## config.mk

```make
export PLATFORM = sky130hd
export DESIGN_NAME = pid_differential_drive_core
export DESIGN_NICKNAME = d
export VERILOG_FILES = /design/src/rtl/pdd_pkg.sv /design/src/rtl/pid_differential_drive_core.sv
export SDC_FILE = /design/constraint.sdc
export NUM_CORES = 2
export LEC_CHECK = 0
export BUFFER_PORTS_ARGS = -buffer_cell sky130_fd_sc_hd__clkbuf_2
export CORE_AREA = 5 5 271 247
export DETAILED_ROUTE_END_ITERATION = 12
export DIE_AREA = 0 0 276 252
export PLACE_DENSITY = 0.7
export SLEW_MARGIN = 10
export SYNTH_ARGS = -nofsm -noshare
export SYNTH_HDL_FRONTEND = slang
export SYNTH_SLANG_ARGS = --single-unit
```

## constraint.sdc

```tcl
create_clock -name clk -period 23.6 [get_ports clk]
set_input_delay 3.54 -clock clk [delete_from_list [all_inputs] [get_ports clk]]
set_output_delay 3.54 -clock clk [all_outputs]
set_load 0.03 [all_outputs]
```

## src/rtl/pdd_pkg.sv

```systemverilog
// ----------------------------------------------------------------------------
// pdd_pkg: shared definitions for the differential drive PID core
// Register indexes, reset values and default sizing of the datapath.
// ----------------------------------------------------------------------------
package pdd_pkg;

	// default datapath sizing
	localparam int DEF_GAIN_FRAC_BITS = 8;
	localparam int DEF_SUM_BITS       = 16;

	// fixed field widths
	localparam int GAIN_W  = 16;
	localparam int SPEED_W = 8;
	localparam int DIST_W  = 8;
	localparam int ERR_W   = DIST_W + 1;
	localparam int DERIV_W = ERR_W + 1;
	localparam int CFG_W   = GAIN_W;
	localparam int IDX_W   = 3;

	// register reset values
	localparam logic [GAIN_W-1:0]  PROP_GAIN_RST   = 16'd128;
	localparam logic [GAIN_W-1:0]  INTEG_GAIN_RST  = 16'd26;
	localparam logic [GAIN_W-1:0]  DERIV_GAIN_RST  = 16'd13;
	localparam logic [SPEED_W-1:0] BASE_SPEED_RST  = 8'd150;
	localparam logic [DIST_W-1:0]  TARGET_DIST_RST = 8'd15;

	localparam logic [SPEED_W-1:0] SPEED_MAX = 8'd255;

	// configuration register map
	typedef enum logic [IDX_W-1:0] {
		REG_PROP_GAIN   = 3'd0,
		REG_INTEG_GAIN  = 3'd1,
		REG_DERIV_GAIN  = 3'd2,
		REG_BASE_SPEED  = 3'd3,
		REG_TARGET_DIST = 3'd4
	} cfg_reg_t;

endpackage

```

## src/rtl/pid_differential_drive_core.sv

```systemverilog
// ----------------------------------------------------------------------------
// pid_differential_drive_core: wall-following PID steering for two motors
// Turns one side distance sample into a left and a right motor speed.
// ----------------------------------------------------------------------------
//
//  channel   | signals                                       | direction
//  ----------+-----------------------------------------------+----------
//  sample    | sample_valid, sample_stall, measured_distance | in
//  speed     | speed_valid, speed_stall, left/right_speed    | out
//  config    | cfg_we, cfg_index, cfg_data                   | in
//
//  One transaction per clock is sustained while speed_stall is low; a result
//  is presented from the result register after its sample has passed the
//  input register. The whole PID step runs in the logic between the two
//  registers, and the integral loop closes there, so no item ever waits on
//  its predecessor. Reset loads the configuration defaults, clears the
//  integral and the last error and empties both registers. A speed stall
//  backs up only through full stages; empty stages keep taking samples.
//
module pid_differential_drive_core import pdd_pkg::*; #(
	parameter int GAIN_FRAC_BITS = DEF_GAIN_FRAC_BITS,
	parameter int SUM_BITS       = DEF_SUM_BITS
) (
	input  logic               clk,
	input  logic               arst_n,
	// configuration
	input  logic               cfg_we,
	input  logic [IDX_W-1:0]   cfg_index,
	input  logic [CFG_W-1:0]   cfg_data,
	// sample channel
	input  logic               sample_valid,
	output logic               sample_stall,
	input  logic [DIST_W-1:0]  measured_distance,
	// speed channel
	output logic               speed_valid,
	input  logic               speed_stall,
	output logic [SPEED_W-1:0] left_speed,
	output logic [SPEED_W-1:0] right_speed
);

	// product widths: gains enter as positive signed values one bit wider
	localparam int PP_W  = GAIN_W + 1 + ERR_W;
	localparam int PI_W  = GAIN_W + 1 + SUM_BITS;
	localparam int PD_W  = GAIN_W + 1 + DERIV_W;
	localparam int ACC_W = PI_W + 2;
	localparam int ADJ_W = ACC_W - GAIN_FRAC_BITS;
	localparam int SPD_W = ADJ_W + 1;

	localparam logic signed [SUM_BITS-1:0] SUM_HI = {1'b0, {(SUM_BITS-1){1'b1}}};
	localparam logic signed [SUM_BITS-1:0] SUM_LO = {1'b1, {(SUM_BITS-1){1'b0}}};

	// configuration registers
	logic [GAIN_W-1:0]  prop_gain_q, integ_gain_q, deriv_gain_q;
	logic [SPEED_W-1:0] base_speed_q;
	logic [DIST_W-1:0]  target_dist_q;

	// loop state
	logic signed [SUM_BITS-1:0] error_sum_q;
	logic signed [ERR_W-1:0]    last_error_q;

	// pipeline
	logic                    valid_s1, valid_s2;
	logic [DIST_W-1:0]       dist_s1;
	logic [SPEED_W-1:0]      left_s2, right_s2;

	logic load_s1, load_s2;

	// error and integral
	logic signed [ERR_W-1:0]    err_s1;
	logic signed [DERIV_W-1:0]  deriv_s1;
	logic signed [SUM_BITS:0]   sum_wide;
	logic signed [SUM_BITS-1:0] sum_next;

	// products, adjustment and clamps
	logic signed [PP_W-1:0]  prod_p;
	logic signed [PI_W-1:0]  prod_i;
	logic signed [PD_W-1:0]  prod_d;
	logic signed [ACC_W-1:0] acc;
	logic signed [ADJ_W-1:0] adj;
	logic signed [SPD_W-1:0] left_wide, right_wide;
	logic [SPEED_W-1:0]      left_clamp, right_clamp;

	// ---------------------------------------------------------------- handshake
	// A stage loads when it is empty or when its content moves on.
	assign load_s2      = !valid_s2 || !speed_stall;
	assign load_s1      = !valid_s1 || load_s2;
	assign sample_stall = !load_s1;

	// ------------------------------------------------------------ configuration
	always_ff @(posedge clk or negedge arst_n) begin
		if (!arst_n) begin
			prop_gain_q   <= PROP_GAIN_RST;
			integ_gain_q  <= INTEG_GAIN_RST;
			deriv_gain_q  <= DERIV_GAIN_RST;
			base_speed_q  <= BASE_SPEED_RST;
			target_dist_q <= TARGET_DIST_RST;
		end else if (cfg_we) begin
			unique case (cfg_index)
				REG_PROP_GAIN:   prop_gain_q   <= cfg_data;
				REG_INTEG_GAIN:  integ_gain_q  <= cfg_data;
				REG_DERIV_GAIN:  deriv_gain_q  <= cfg_data;
				REG_BASE_SPEED:  base_speed_q  <= cfg_data[SPEED_W-1:0];
				REG_TARGET_DIST: target_dist_q <= cfg_data[DIST_W-1:0];
				default: ;  // unmapped index: drop the write
			endcase
		end
	end

	// -------------------------------------------------------- stage 1: capture
	always_ff @(posedge clk or negedge arst_n) begin
		if (!arst_n) begin
			valid_s1 <= 1'b0;
		end else if (load_s1) begin
			valid_s1 <= sample_valid;
		end
	end

	always_ff @(posedge clk) begin
		if (load_s1 && sample_valid) begin
			dist_s1 <= measured_distance;
		end
	end

	// Error, derivative and the saturating integral. The integral and the
	// last error commit only when the item leaves stage 1.
	always_comb begin
		err_s1   = $signed({1'b0, target_dist_q}) - $signed({1'b0, dist_s1});
		deriv_s1 = DERIV_W'(err_s1) - DERIV_W'(last_error_q);
		sum_wide = (SUM_BITS+1)'(error_sum_q) + (SUM_BITS+1)'(err_s1);
		if (sum_wide[SUM_BITS] != sum_wide[SUM_BITS-1]) begin
			sum_next = sum_wide[SUM_BITS] ? SUM_LO : SUM_HI;
		end else begin
			sum_next = sum_wide[SUM_BITS-1:0];
		end
	end

	always_ff @(posedge clk or negedge arst_n) begin
		if (!arst_n) begin
			error_sum_q  <= '0;
			last_error_q <= '0;
		end else if (valid_s1 && load_s2) begin
			error_sum_q  <= sum_next;
			last_error_q <= err_s1;
		end
	end

	// Form the three terms, sum them, drop the fraction toward zero, steer
	// and clamp.
	always_comb begin
		prod_p = PP_W'($signed({1'b0, prop_gain_q}))  * PP_W'(err_s1);
		prod_i = PI_W'($signed({1'b0, integ_gain_q})) * PI_W'(sum_next);
		prod_d = PD_W'($signed({1'b0, deriv_gain_q})) * PD_W'(deriv_s1);
		acc = ACC_W'(prod_p) + ACC_W'(prod_i) + ACC_W'(prod_d);
		adj = ADJ_W'(acc >>> GAIN_FRAC_BITS);
		// floor of a negative sum with a fraction left is one too low
		if (acc[ACC_W-1] && (|acc[GAIN_FRAC_BITS-1:0])) begin
			adj = adj + ADJ_W'(1);
		end
		left_wide  = $signed(SPD_W'({1'b0, base_speed_q})) + SPD_W'(adj);
		right_wide = $signed(SPD_W'({1'b0, base_speed_q})) - SPD_W'(adj);

		if (left_wide[SPD_W-1]) begin
			left_clamp = '0;
		end else if (left_wide > $signed(SPD_W'({1'b0, SPEED_MAX}))) begin
			left_clamp = SPEED_MAX;
		end else begin
			left_clamp = left_wide[SPEED_W-1:0];
		end

		if (right_wide[SPD_W-1]) begin
			right_clamp = '0;
		end else if (right_wide > $signed(SPD_W'({1'b0, SPEED_MAX}))) begin
			right_clamp = SPEED_MAX;
		end else begin
			right_clamp = right_wide[SPEED_W-1:0];
		end
	end

	// ---------------------------------------------------------- stage 2: result
	always_ff @(posedge clk or negedge arst_n) begin
		if (!arst_n) begin
			valid_s2 <= 1'b0;
		end else if (load_s2) begin
			valid_s2 <= valid_s1;
		end
	end

	always_ff @(posedge clk) begin
		if (load_s2 && valid_s1) begin
			left_s2  <= left_clamp;
			right_s2 <= right_clamp;
		end
	end

	assign speed_valid = valid_s2;
	assign left_speed  = left_s2;
	assign right_speed = right_s2;

	// ---------------------------------------------------------------- checks
	// An empty result register never holds off a sample.
	a_no_stall_when_empty: assert property (@(posedge clk) disable iff (!arst_n)
		!valid_s2 |-> !sample_stall)
		else $error("sample stalled with an empty result register");

	// The integral moves only when an item leaves stage 1.
	a_sum_hold: assert property (@(posedge clk) disable iff (!arst_n)
		!(valid_s1 && load_s2) |=> $stable(error_sum_q))
		else $error("integral changed without an item");

	// The last error tracks the item that just left stage 1.
	a_last_error: assert property (@(posedge clk) disable iff (!arst_n)
		(valid_s1 && load_s2) |=> last_error_q == $past(err_s1))
		else $error("last error not updated from the departing item");

	// A new result only comes from a full input stage.
	a_result_source: assert property (@(posedge clk) disable iff (!arst_n)
		$rose(valid_s2) |-> $past(valid_s1))
		else $error("result appeared without an input stage item");

endmodule
```

==> metrics.cfg <==
[run_status]
status=finished clean

[cells_and_area]
layout.nets=3905
fillers=6021
final_util_pct=47.7
final-instance-count-excl-fill=3955
multiInputGateArea_sq_um=22400
antenna_cells=0
regArea_sq_um=3020
synthToLayoutAreaGrowth_pct=6.71
drive_above_1_share_pct=9.00

[timing]
slew_headroom_pct=18.8
tightest_slew_ps=1210
hold_violations=0
fin_crit_sh_pct=77.7
rsz0062_at_grt=no
slew_viol_final=0
min_period_ps=18350
finalClockSkew_ps=11.8
setup_viol_count_final=0
fmax_mhz=54.5
setup_tns_ps=0

[floorplanning]
core_area_sq_um=63600
ios=50
std_cell_rows=88
initial_core_util_pct=44.7
die_x_microns=276
die-area_sq_um=69600
chipHeight_microns=252

[grt]
grt_pass1_wl_mm=117
grt_pass1_vias=21948
grt_overflow=0
grt_max_degree=69
grt_antenna_before_repair=2
grt.total_usage_pct=20.9

[placed_design]
dp.cells=3923
portBuffers=49
gp_congestion=0.900
place_hpwl_mm=59.6

[synth]
ys_seq_area_share_pct=10.6
ys_types=91
yosysMostFrequentCell=inv_1
syn_avg_cell_area_sq_um=9.18
post-synth-top-area-cell=fa_1
synth_ff_type=dfrtp_1
async_reset_ff_share_pct=79.1
yosys-top-cells-area=fa_1 37%, ha_1 12%, inv_1 9.6%
synth-edff-count=24
synth_seq_cells=115
syn_inst=3098
synth.top_cell.area_share_pct=36.7
yosys_warnings=0
syn-num-nets=3916
synthTopCellsByCount=725 x inv_1, 521 x fa_1, 286 x nand2_1
synth_area_sq_um=28400

[clocking]
htreeDepth=4
clk_pin_slew_ps=70
clock_latency_ps=450
cts_buffer_depth=2
post_cts_resized=0
cts.sinks=115
hold_buffers=0
numCtsBuffers=17
cts_setup_buffers=0
cts_tree=yes
cts_root_buffer=clkbuf_16

[routing]
wirelength_mm=71.4
final_antenna_net_count=0
first_iter_violations=1506
drtPass1Iterations=6
drc=0
post_drt_wl_per_cell_microns=18.0
vias_per_cell=5.26
vias=20812

[run]
maxCapViolCount=0

[worst_setup_path]
cp-end-kind=flop
crit_slowest_cell=nor2_1
required_ps=23760
start_kind=flop
crit_type=reg2reg
rr_worst_depth=63
critPathMaxStageDelay_ps=1060
r2r-end=left_speed[3]
path_common_cell=fa_1
crit_end=left_speed[3]
timing.rr.start=target_dist_q[0]
crit_arrival_ps=18510
reg2reg_slack_ps=5250
crit_start=target_dist_q[0]
path_max_fanout=21

[min_path]
hp-class=reg2reg

per-layer routing:
layer / global-route usage, % / part of all wire [%] / vias to the layer above
met1: 28.1 / 43 / 10563
met5: 0 / 0.011 / -
met4: 6.25 / 3.1 / 2
met2: 35.1 / 48 / 602
met3: 3.77 / 5.9 / 117
li1: - / - / 9528
placed cells by master (no fill, tap or decap), drive strengths merged, types with 16 or more instances in the layout:
cell type	count
fa	521
a211oi	24
inv	736
edfxtp	24
a31oi	28
o21bai	19
o21ai	42
nand4	16
mux2	79
nand2	286
nor2	96
nand2b	28
buf	40
or2	21
nor3	35
nor4	18
xnor2	77
dfrtp	76
nor2b	41
nand3	23
a21oi	65
a21o	26
ha	265
and2	252
xor2	25
clkbuf	66
cell type report:
type / instances / area share, %
clock inverters: 14 / 0.507
multi-input cells: 2139 / 73.8
repair buffers: 88 / 1.78
flip-flops and latches: 115 / 9.94
clock buffers: 18 / 1.48
inverters: 726 / 8.98
well taps: 855 / 3.52
through the flow:
stage / cell area, sq um / hold WS (ps) / setup WS, ps
detailed placement: 29700 / 483 / 5510
CTS: 30400 / 493 / 5450
global placement: 29700 / 468 / 5920
floorplan: 28400 / 450 / 7650
finish: 30400 / 490 / 5250
global route: 30400 / 517 / 4220
registers in the layout, indices dropped and copies added, names as in the netlist:
name           cells
speed_valid        1
error_sum_q       16
deriv_gain_q      16
prop_gain_q       16
valid_s1           1
last_error_q       9
integ_gain_q      16
dist_s1            8
base_speed_q       8
target_dist_q      8
right_speed        8
left_speed         8
worst max-delay path: cells and delay by family (launching register included):
| kind | cells | cell delay, ps |
|---|---|---|
| AND/OR/NAND/NOR | 9 | 3350 |
| multiplexers | 1 | 440 |
| adder cells (fa/ha/maj) | 14 | 6220 |
| flip-flops | 1 | 510 |
| buffers and inverters | 11 | 1430 |
| AO/OA/AOI/OAI | 28 | 6050 |
how the worst min path moves through the flow:
stage                               start         endpoint  slack (ps)  cells after the start
after detailed placement         valid_s1      speed_valid         480                      1
after global routing             valid_s1      speed_valid         520                      1
after global placement           valid_s1      speed_valid         470                      1
after CTS                        valid_s1      speed_valid         490                      1
final                            valid_s1      speed_valid         490                      1
after floorplan           last_error_q[8]  last_error_q[8]         450                      2
cells by family after synthesis:
logic type | Yosys count | synth area share (%)
compound gates | 294 | 7.22
xor+xnor | 102 | 3.14
fa+ha+maj | 786 | 48.3
buf+inv | 844 | 11.2
flops | 115 | 10.6
mux | 88 | 3.44
simple gates | 869 | 16.0
Power is left out: the tool's default activity adds up to more than one toggle a clock period on the data nets, which glitch-free logic cannot reach.
